[src/rtl/two_edge_frequency_meter_defines.svh]
// Assertion helpers used by the meter's controller RTL.
`ifndef TWO_EDGE_FREQUENCY_METER_DEFINES_SVH
`define TWO_EDGE_FREQUENCY_METER_DEFINES_SVH

// Invariant checked at every clock edge outside reset.
`define TEFM_ASSERT(label, cond, msg) \
  label: assert property (@(posedge clk) disable iff (rst) (cond)) else $error(msg);

// Cause in this cycle, effect in the next.
`define TEFM_ASSERT_NEXT(label, cause, effect, msg) \
  label: assert property (@(posedge clk) disable iff (rst) (cause) |=> (effect)) \
    else $error(msg);

`endif

[src/rtl/tefm_pkg.sv]
package tefm_pkg;

  localparam int CLK_HZ_W  = 27;
  localparam int TICK_W    = 32;
  localparam int PERIOD_W  = 32;

  localparam logic [CLK_HZ_W-1:0] CLOCK_HZ_RESET = CLK_HZ_W'(48000000);
  localparam logic [CLK_HZ_W-1:0] US_PER_SECOND  = CLK_HZ_W'(1000000);

  // Shared divider: one quotient bit per cycle over the 27-bit dividend.
  localparam int DIV_STEPS = CLK_HZ_W;
  localparam int DIV_CNT_W = $clog2(DIV_STEPS);

  // Controller to datapath.
  typedef struct packed {
    logic take;        // sample beat accepted this cycle
    logic start_freq;  // start clock_hz / ticks
    logic load_freq;   // capture frequency quotient
    logic start_per;   // start 1e6 / frequency
    logic load_per;    // capture period quotient
  } tefm_cmd_t;

  // Datapath to controller.
  typedef struct packed {
    logic stop_edge;   // rising edge on the pin while armed
    logic div_done;    // divider finished
  } tefm_status_t;

endpackage

[src/rtl/two_edge_frequency_meter.sv]
// Input-capture frequency meter. Each input beat is one tick of the counting
// clock carrying a sample of the measured pin. The first rising edge arms the
// meter and clears the tick counter; every later sample adds one tick (with
// wrap detection), and the next rising edge closes the measurement and yields
// one result beat: tick_total, frequency_hz = clock_hz / tick_total,
// period_us = 1000000 / frequency_hz (all ones when the frequency is zero),
// and overflowed when the counter wrapped. Samples are taken one per cycle
// while counting. The sample that closes a measurement stalls the input for
// two passes through one shared restoring divider at one quotient bit per
// cycle (27 steps each plus handoff), then until the result beat is taken.
// clock_hz resets to 48 MHz and is written through cfg_wr_en / cfg_wr_data;
// the user must write it only while the meter is idle; nothing enforces this.
module two_edge_frequency_meter (
  input  logic                           clk,
  input  logic                           rst,
  // configuration
  input  logic                           cfg_wr_en,
  input  logic [tefm_pkg::CLK_HZ_W-1:0]  cfg_wr_data,
  // sample channel
  input  logic                           in_valid,
  output logic                           in_stall,
  input  logic                           pin_level,
  // result channel
  output logic                           out_valid,
  input  logic                           out_stall,
  output logic [tefm_pkg::TICK_W-1:0]    tick_total,
  output logic [tefm_pkg::CLK_HZ_W-1:0]  frequency_hz,
  output logic [tefm_pkg::PERIOD_W-1:0]  period_us,
  output logic                           overflowed
);
  import tefm_pkg::*;

  tefm_cmd_t    cmd;
  tefm_status_t status;

  // Sequencer: accept samples, run the two divisions, hold the result beat.
  tefm_ctrl u_ctrl (
    .clk       (clk),
    .rst       (rst),
    .in_valid  (in_valid),
    .in_stall  (in_stall),
    .out_valid (out_valid),
    .out_stall (out_stall),
    .status    (status),
    .cmd       (cmd)
  );

  // Edge detect, tick counter, divider and result registers.
  tefm_datapath u_dp (
    .clk          (clk),
    .rst          (rst),
    .cmd          (cmd),
    .status       (status),
    .cfg_wr_en    (cfg_wr_en),
    .cfg_wr_data  (cfg_wr_data),
    .pin_level    (pin_level),
    .tick_total   (tick_total),
    .frequency_hz (frequency_hz),
    .period_us    (period_us),
    .overflowed   (overflowed)
  );

endmodule

[src/rtl/tefm_divider.sv]
module tefm_divider (
  input  logic                           clk,
  input  logic                           rst,
  input  logic                           start,
  input  logic [tefm_pkg::CLK_HZ_W-1:0]  dividend,
  input  logic [tefm_pkg::TICK_W-1:0]    divisor,
  output logic [tefm_pkg::CLK_HZ_W-1:0]  quotient,
  output logic                           done
);
  import tefm_pkg::*;

  logic                 busy;
  logic [DIV_CNT_W-1:0] step_cnt;
  logic [TICK_W-1:0]    rem;
  logic [CLK_HZ_W-1:0]  quo;
  logic [TICK_W-1:0]    divr;

  logic [TICK_W:0] trial;
  logic [TICK_W:0] diff;
  logic            fits;

  // Restoring step: shift in next dividend bit, subtract if it fits.
  assign trial = {rem, quo[CLK_HZ_W-1]};
  assign diff  = trial - {1'b0, divr};
  assign fits  = ~diff[TICK_W];

  always_ff @(posedge clk) begin
    if (rst) begin
      busy <= 1'b0;
      done <= 1'b0;
    end else begin
      done <= 1'b0;
      if (start) begin
        busy     <= 1'b1;
        step_cnt <= DIV_CNT_W'(DIV_STEPS - 1);
        rem      <= '0;
        quo      <= dividend;
        divr     <= divisor;
      end else if (busy) begin
        rem      <= fits ? diff[TICK_W-1:0] : trial[TICK_W-1:0];
        quo      <= {quo[CLK_HZ_W-2:0], fits};
        step_cnt <= step_cnt - 1'b1;
        if (step_cnt == '0) begin
          busy <= 1'b0;
          done <= 1'b1;
        end
      end
    end
  end

  assign quotient = quo;

endmodule

[src/rtl/tefm_datapath.sv]
module tefm_datapath (
  input  logic                           clk,
  input  logic                           rst,
  input  tefm_pkg::tefm_cmd_t            cmd,
  output tefm_pkg::tefm_status_t         status,
  input  logic                           cfg_wr_en,
  input  logic [tefm_pkg::CLK_HZ_W-1:0]  cfg_wr_data,
  input  logic                           pin_level,
  output logic [tefm_pkg::TICK_W-1:0]    tick_total,
  output logic [tefm_pkg::CLK_HZ_W-1:0]  frequency_hz,
  output logic [tefm_pkg::PERIOD_W-1:0]  period_us,
  output logic                           overflowed
);
  import tefm_pkg::*;

  logic [CLK_HZ_W-1:0] clock_hz;
  logic                last_level;
  logic                armed;
  logic [TICK_W-1:0]   tick_counter;
  logic                wrap_seen;

  logic [TICK_W-1:0]   res_ticks;
  logic [CLK_HZ_W-1:0] res_freq;
  logic [PERIOD_W-1:0] res_period;
  logic                res_ovf;

  logic                rising;
  logic [TICK_W-1:0]   count_inc;
  logic                div_start;
  logic [CLK_HZ_W-1:0] div_dividend;
  logic [TICK_W-1:0]   div_divisor;
  logic [CLK_HZ_W-1:0] div_quo;
  logic                div_done;

  assign rising    = pin_level & ~last_level;
  assign count_inc = tick_counter + 1'b1;

  assign status.stop_edge = armed & rising;
  assign status.div_done  = div_done;

  // One divider serves both quotients.
  assign div_start    = cmd.start_freq | cmd.start_per;
  assign div_dividend = cmd.start_per ? US_PER_SECOND : clock_hz;
  assign div_divisor  = cmd.start_per ? TICK_W'(res_freq) : res_ticks;

  tefm_divider u_div (
    .clk      (clk),
    .rst      (rst),
    .start    (div_start),
    .dividend (div_dividend),
    .divisor  (div_divisor),
    .quotient (div_quo),
    .done     (div_done)
  );

  always_ff @(posedge clk) begin
    if (rst) begin
      clock_hz     <= CLOCK_HZ_RESET;
      last_level   <= 1'b0;
      armed        <= 1'b0;
      tick_counter <= '0;
      wrap_seen    <= 1'b0;
    end else begin
      if (cfg_wr_en) begin
        clock_hz <= cfg_wr_data;
      end
      if (cmd.take) begin
        last_level <= pin_level;
        if (!armed) begin
          if (rising) begin
            armed        <= 1'b1;
            tick_counter <= '0;
            wrap_seen    <= 1'b0;
          end
        end else begin
          tick_counter <= count_inc;
          if (rising) begin
            armed     <= 1'b0;
            wrap_seen <= 1'b0;
          end else if (count_inc == '0) begin
            wrap_seen <= 1'b1;
          end
        end
      end
    end
  end

  // Result registers: payload only, no reset.
  always_ff @(posedge clk) begin
    if (cmd.take && armed && rising) begin
      res_ticks <= count_inc;
      res_ovf   <= wrap_seen | (count_inc == '0);
    end
    if (cmd.load_freq) begin
      res_freq <= (res_ticks == '0) ? '0 : div_quo;
    end
    if (cmd.load_per) begin
      res_period <= (res_freq == '0) ? '1 : PERIOD_W'(div_quo);
    end
  end

  assign tick_total   = res_ticks;
  assign frequency_hz = res_freq;
  assign period_us    = res_period;
  assign overflowed   = res_ovf;

endmodule

[src/rtl/tefm_ctrl.sv]
`include "two_edge_frequency_meter_defines.svh"

module tefm_ctrl (
  input  logic                    clk,
  input  logic                    rst,
  input  logic                    in_valid,
  output logic                    in_stall,
  output logic                    out_valid,
  input  logic                    out_stall,
  input  tefm_pkg::tefm_status_t  status,
  output tefm_pkg::tefm_cmd_t     cmd
);
  import tefm_pkg::*;

  typedef enum logic [2:0] {
    ST_RUN,
    ST_FREQ_GO,
    ST_FREQ_WAIT,
    ST_PER_GO,
    ST_PER_WAIT,
    ST_SHOW
  } state_t;

  state_t state;

  always_comb begin
    cmd            = '0;
    cmd.take       = (state == ST_RUN) && in_valid;
    cmd.start_freq = (state == ST_FREQ_GO);
    cmd.load_freq  = (state == ST_FREQ_WAIT) && status.div_done;
    cmd.start_per  = (state == ST_PER_GO);
    cmd.load_per   = (state == ST_PER_WAIT) && status.div_done;
  end

  always_ff @(posedge clk) begin
    if (rst) begin
      state     <= ST_RUN;
      in_stall  <= 1'b0;
      out_valid <= 1'b0;
    end else begin
      case (state)
        ST_RUN: begin
          if (cmd.take && status.stop_edge) begin
            state    <= ST_FREQ_GO;
            in_stall <= 1'b1;
          end
        end
        ST_FREQ_GO: begin
          state <= ST_FREQ_WAIT;
        end
        ST_FREQ_WAIT: begin
          if (status.div_done) begin
            state <= ST_PER_GO;
          end
        end
        ST_PER_GO: begin
          state <= ST_PER_WAIT;
        end
        ST_PER_WAIT: begin
          if (status.div_done) begin
            state     <= ST_SHOW;
            out_valid <= 1'b1;
          end
        end
        ST_SHOW: begin
          if (!out_stall) begin
            state     <= ST_RUN;
            out_valid <= 1'b0;
            in_stall  <= 1'b0;
          end
        end
        default: begin
          state     <= ST_RUN;
          out_valid <= 1'b0;
          in_stall  <= 1'b0;
        end
      endcase
    end
  end

  `TEFM_ASSERT(a_no_sample_while_result, !(out_valid && !in_stall), "sample open with result pending")
  `TEFM_ASSERT(a_stall_tracks_state, in_stall == (state != ST_RUN), "input stall out of step")
  `TEFM_ASSERT_NEXT(a_stop_starts_divide, cmd.take && status.stop_edge, state == ST_FREQ_GO, "stop edge lost")
  `TEFM_ASSERT(a_done_only_waiting, !status.div_done || state == ST_FREQ_WAIT || state == ST_PER_WAIT, "stray divider done")
  `TEFM_ASSERT_NEXT(a_result_held, out_valid && out_stall, out_valid && state == ST_SHOW, "result dropped")

endmodule
[config.mk]
export PLATFORM = sky130hd
export DESIGN_NAME = two_edge_frequency_meter
export DESIGN_NICKNAME = d
export VERILOG_FILES = /design/src/rtl/tefm_pkg.sv /design/src/rtl/two_edge_frequency_meter.sv /design/src/rtl/tefm_divider.sv /design/src/rtl/tefm_datapath.sv /design/src/rtl/tefm_ctrl.sv
export VERILOG_INCLUDE_DIRS = /design/src /design/src/rtl
export SDC_FILE = /design/constraint.sdc
export NUM_CORES = 1
export LEC_CHECK = 0
export ABC_AREA = 1
export BUFFER_PORTS_ARGS = -buffer_cell sky130_fd_sc_hd__buf_4
export CAP_MARGIN = 20
export CORE_MARGIN = 2
export CORE_UTILIZATION = 43
export CTS_BUF_LIST = sky130_fd_sc_hd__clkbuf_8
export DETAILED_ROUTE_END_ITERATION = 8
export GPL_ROUTABILITY_DRIVEN = 0
export GPL_TIMING_DRIVEN = 0
export MAX_ROUTING_LAYER = met4
export SLEW_MARGIN = 20
export SYNTH_ARGS = -nofsm -noshare
export SYNTH_HDL_FRONTEND = slang
export SYNTH_SLANG_ARGS = --single-unit
export TNS_END_PERCENT = 30
[constraint.sdc]
create_clock -name clk -period 12.7 [get_ports clk]
set_clock_uncertainty 0.2 [all_clocks]
set_input_delay 2.54 -clock clk [delete_from_list [all_inputs] [get_ports clk]]
set_output_delay 2.54 -clock clk [all_outputs]
set_load 0.05 [all_outputs]
=== Yosys cells after proc, flatten, opt, wreduce, memory -nomap -nowiden ===
Cells that the tools add are included.

* Bits in registers: 257
* Output and inout port bits: 94
* Input bits: 33
* Logic and storage cells: 97

* Reduce and logical (&&, ||, !) cells: 24
* Eq/ne operators: 9
* Add/subtract/negate cells: 3
* Bitwise gates (word level): 10
* Mux-type cells: 31

{| class="wikitable"
|+ Operator list
! cell !! count
|-
| two-way mux 32 bit || 5
|-
| two-way mux 27 bit || 4
|-
| logical NOT 32 bit || 2
|-
| subtractor 33 x 32 -> 33 bit || 1
|-
| adder 32 x 1 -> 32 bit, second input constant || 1
|-
| logical NOT 27 bit || 1
|-
| case mux 3 bit (6 select lines) || 1
|-
| two-way mux 1 bit || 14
|-
| two-way mux 3 bit || 4
|-
| AND reduction 3 bit || 3
|-
| OR reduction 4 bit || 2
|-
| == test 3 x 2 -> 1 bit, second input constant || 2
|-
| == test 3 bit, second input constant || 2
|-
| logical AND 1 bit || 6
|-
| NOT 1 bit || 6
|-
| case mux 1 bit (3 select lines) || 2
|-
| AND reduction 2 bit || 3
|-
| nonzero test 2 bit || 3
|-
| logical NOT 5 bit || 1
|-
| two-way mux 5 bit || 1
|-
| subtractor 5 x 1 -> 5 bit, second input constant || 1
|-
| != test 2 x 1 -> 1 bit, second input constant || 2
|-
| != test 2 bit, second input constant || 2
|-
| AND reduction 4 bit || 1
|-
| 5 further kinds || 7
|}

=== Logic depth before layout (Yosys ltp) ===
* Word-level depth: 6
* Gate-level depth with buffers: 17
* Mapped depth without buffers: 16

=== Modules after synthesis ===
From an unflattened synthesis, not the netlist that was laid out.

* Cell total of the unflattened synthesis: 1835
* Area, all modules: 14249.9 um^2

{| class="wikitable"
|+ Modules (own cells, without submodules)
! module !! area an instance (um^2) !! times used !! cells an instance
|-
| tefm_datapath || 7086.8 || 1 || 847
|-
| tefm_divider || 6824.0 || 1 || 932
|-
| tefm_ctrl || 339.1 || 1 || 56
|}

=== Worst setup path before layout ===
Ideal clock, no wire load.

* Path type: input port to flip-flop
* Start: in rst
* End: reg u_dp.u_div.quo[0] (netlist: u_dp.u_div.quotient[0]), enable pin
* Data required time: 11.925 ns
* Stages: 2
* Slack: 4.665 ns
* Path buffers: 1
* Data arrival time: 7.261 ns
* Cells stage by stage: clkbuf_1 -> o21ai_0

* Cells in the longest elaborated chain, start to end: 2

{| class="wikitable"
|+ Ends and longest elaborated chain
! what !! line !! text
|-
| start: declaration || two_edge_frequency_meter.sv:15 || <nowiki>input logic rst,</nowiki>
|-
| NOT 1 bit (no line) || - ||
|-
| AND reduction 2 bit (no line) || - ||
|-
| end signal: assignment || tefm_divider.sv:37 || <nowiki>quo <= dividend;</nowiki>
|-
| end signal: assignment || tefm_divider.sv:41 || <nowiki>quo <= {quo[CLK_HZ_W-2:0], fits};</nowiki>
|-
| end: declaration || tefm_divider.sv:15 || <nowiki>logic [CLK_HZ_W-1:0] quo;</nowiki>
|}

Every way passes these cells.
A chain may end at the register's enable or synchronous reset.

==> summary.md <==
| Metric | Value |
|---|---|
| Total negative setup slack | `0 ns` |
| Synthesized netlist net count | `1,548` |
| IO Count | `127` |
| Post-synth EDFFs | `184` |
| Wire length on met2 | `17.3 mm` |
| CTS Buf Count | `43` |
| Reg-to-reg endpoint | `u_dp.u_div.rem[31]` |
| Minimum clock period | `4.10 ns` |
| Pre-antenna DRT Iters | `5` |
| Pre-CTS setup slack | `8.26 ns` |
| R2r startpoint | `u_dp.u_div.quotient[26]` |
| Width of the die | `176 um` |
| DRC viols | `0` |
| Worst stage delay on the critical path | `0.45 ns` |
| Antenna Cells | `0` |
| Tcrit/Tclk final | `~32%` |
| CP Data Arrival Time | `1.36 ns` |
| Maximum root-to-sink buffer count | `3` |
| Sink Count | `253` |
| Max FO, Critical Path | `5` |
| Vias in the first global route | `10,248` |
| Hold WC Path Type | `reg -> reg` |
| Most frequent cells in the layout | `nand2_1, edfxtp_1, nor2_1` |
| Detailed Place HPWL | `27.6 mm` |
| Status | `finished, final reports clean` |
| Layout area overhead | `20.0%` |
| Critical Path Stages | `2` |
| Clock share of power | `28.3%` |
| CTS resizes | `0` |
| Root Driver | `clkbuf_8` |
| Starting density of the core | `43.4%` |
| Skew-Pair Late Insertion Delay | `around 0.58 ns` |
| Pwr per Cell Area | `180 mW/mm^2` |
| Switching share of power | `35.2%` |
| Top cell type by total area after synthesis | `edfxtp_1` |
| Top routing layer in use | `met4` |
| Setup slack after layout | `roughly 8.6 ns` |
| Initial antenna violation count | `0` |
| Gate power share | `31.6%` |
| Setup bufs post-CTS | `0` |
| Setup-failing EPs final | `0` |
| # rows | `63` |
| Hold Crit Depth | `2` |
| Cell count after synthesis | `1,476` |
| Htree depth | `2` |
| Met3 routed WL | `around 1.8 mm` |
| Die Span Y | `176 um` |
| # hold bufs at CTS | `0` |
| Ys async rst share | `0%` |
| Final hold violations | `0` |
| Lkg Pwr | `6.37 nW` |
| Commonest non-fill, non-tap cell in the layout | `nand2_1` |
| DRT antenna net count | `0` |
| Critical setup path kind | `reg -> out` |
| DR iter-0 viols | `~800` |
| Sequence of cells on the critical path | `buf_4, buf_4` |
| Vias | `~11,000` |
| R2r setup slk | `roughly 9.5 ns` |
| P_int | `roughly 1.8 mW` |
| Via/cell ratio | `5.13` |
| Final net count | `1,727` |
| Input/output buffers | `125` |
| Total grt overflow | `0` |
| RSZ-0062 raised after global routing | `no` |
| Largest net degree at the start of global routing | `28` |
| CTS tree | `yes` |
| Yosys reg bits | `253` |
| CP Capture Type | `output pin` |
| Ys flop type | `edfxtp_1` |
| Maximum clock rate | `around 0.24 GHz` |
| WP data required | `roughly 10 ns` |
| Hold Path Sink | `u_ctrl.in_stall` |
| Max_slew headroom | `32.3%` |
| Top cell family by delay on the critical path | `flip-flops` |
| Hold_sp | `u_ctrl.in_stall` |
| Peak supply drop | `0.000143 V` |
| Fin. max-slew vios | `0` |
| Core footprint | `0.0294 mm^2` |
| Net Switching | `about 970 uW` |
| Wire length on met1 | `15.4 mm` |
| Die area | `0.0311 mm^2` |
| Detailed Route WL | `35.6 mm` |
| CP startpoint kind | `register` |
| Gr usage total | `23.6%` |
| Critical Path Slowest Stage Cell | `edfxtp_1` |
| Ranking of synthesized cells by area | `edfxtp_1, nand2_1, dfxtp_1, nor2_1, inv_1` |
| MaxCap Viol Count | `0` |
| Yosys top cell area share | `43.3%` |
| First-pass GRT wire length | `55.5 mm` |
| Wire per inst | `17.1 um` |
| Finished Cell Area | `0.0153 mm^2` |
| Layout cell share with drive strength beyond 1 | `15.0%` |
| FF-to-FF path depth | `14` |
| CP bufs+invs | `2` |
| Seq pwr share | `roughly 40%` |
| Util after Layout | `52.1%` |
| Netlist Area Pre-Place | `roughly 0.013 mm^2` |
| Synth warn | `0` |
| Most used cell, CP | `buf_4` |
| Distinct cells, synth | `46` |
| CTS clock-pin slew for the worst setup and hold paths | `0.07 ns` |
| Placed instance area | `roughly 0.014 mm^2` |
| Avg Inst Size Synth | `8.65 um^2` |
| Measured slew at the worst slew-check pin | `1.01 ns` |
| Seq/Total Area, Yosys | `between 50 and 60%` |
[through the flow]
step | power [mW] | instances | hold slack, ns
2_1_floorplan | 1.73 | 1476 | 0.229
3_3_place_gp | 1.96 | 1991 | 0.238
3_5_place_dp | 1.99 | 2000 | 0.245
4_1_cts | 2.77 | 2079 | 0.257
5_1_grt | 2.92 | 2079 | 0.274
6_report | 2.76 | 2079 | 0.250
[state kept, by name, indices dropped and copies added, names as in the netlist]
| name | cells |
|---|---|
| u_dp.tick_counter | 32 |
| u_dp.tick_total | 32 |
| u_dp.u_div.divr | 32 |
| u_dp.u_div.rem | 32 |
| u_dp.period_us | 28 |
| u_dp.clock_hz | 27 |
| u_dp.frequency_hz | 27 |
| u_dp.u_div.quotient | 27 |
| u_dp.u_div.step_cnt | 5 |
| u_ctrl.state | 3 |
| u_ctrl.in_stall | 1 |
| u_ctrl.out_valid | 1 |
| u_dp.armed | 1 |
| u_dp.last_level | 1 |
| u_dp.overflowed | 1 |
| u_dp.u_div.busy | 1 |
| u_dp.u_div.done | 1 |
| u_dp.wrap_seen | 1 |
[worst max-delay path by stage]
stage,startpoint,endpoint,slack (ns)
6_report,u_dp.period_us[30],period_us[28],8.60
5_1_grt,u_dp.period_us[30],period_us[30],8.54
4_1_cts,u_dp.period_us[30],period_us[28],8.55
3_5_place_dp,pin_level,u_dp.tick_total[21],8.26
3_3_place_gp,rst,u_dp.u_div.rem[17],1.80
2_1_floorplan,rst,u_dp.u_div.quotient[0],4.66
[synthesized netlist by cell type, types with 2 or more instances]
library cell  number
nand2_1          391
edfxtp_1         184
nor2_1           174
inv_1            160
a21oi_1          116
o21ai_0          107
dfxtp_1           69
nand3_1           40
ha_1              38
clkbuf_1          31
xnor2_1           22
nor3_1            17
nor4_1            15
nand3b_1          13
xor2_1            11
nand4_1           10
nand2_2            7
nor2_2             7
nor2_4             7
o21ai_1            7
buf_2              6
buf_4              5
a21o_1             4
nand2_4            3
nand3_2            3
a21boi_0           2
a21oi_2            2
buf_1              2
nor2_8             2
o21a_1             2
o21ai_2            2
o21bai_1           2
or2_2              2
[power groups by stage]
stage	Sequential, mW	Clock (mW)	Combinational (mW)
2_1_floorplan	1.14	0	0.595
3_3_place_gp	1.14	0	0.818
3_5_place_dp	1.12	0	0.868
4_1_cts	1.11	0.798	0.871
5_1_grt	1.12	0.831	0.978
6_report	1.11	0.779	0.872
[worst register-to-register path: cells and delay by family (launching register included)]
| family | cells | cell delay, ns |
|---|---|---|
| AOI/OAI and AO/OA | 4 | 0.72 |
| adders and majority gates | 2 | 0.65 |
| and+or+nand+nor | 5 | 0.64 |
| DFF | 1 | 0.40 |
| buffers and inverters | 3 | 0.36 |
[kinds of logic after synthesis]
family	Yosys count	share of synthesized area (%)
fa+ha+maj	39	3.88
buf+inv	208	6.39
flops	253	54.1
compound gates	249	10.2
simple gates	694	23.2
xor+xnor	33	2.26
[cell type report]
| class | count | area (um^2) |
|---|---|---|
| clock inverters | 28 | 226 |
| well taps | 390 | 488 |
| multi-input cells | 1015 | 5090 |
| clock buffers | 51 | 702 |
| flip-flops and latches | 253 | 6910 |
| fillers | 2762 | 14100 |
| inverters | 162 | 608 |
| repair buffers | 134 | 1100 |
| plain buffers | 46 | 208 |
[per-layer routing]
metal,global-route usage (%),up-vias
met2,39.2,288
met5,-,-
met4,8.30,0
li1,-,5254
met1,29.9,5041
met3,2.82,73
Power figures use the tool's default switching activity.
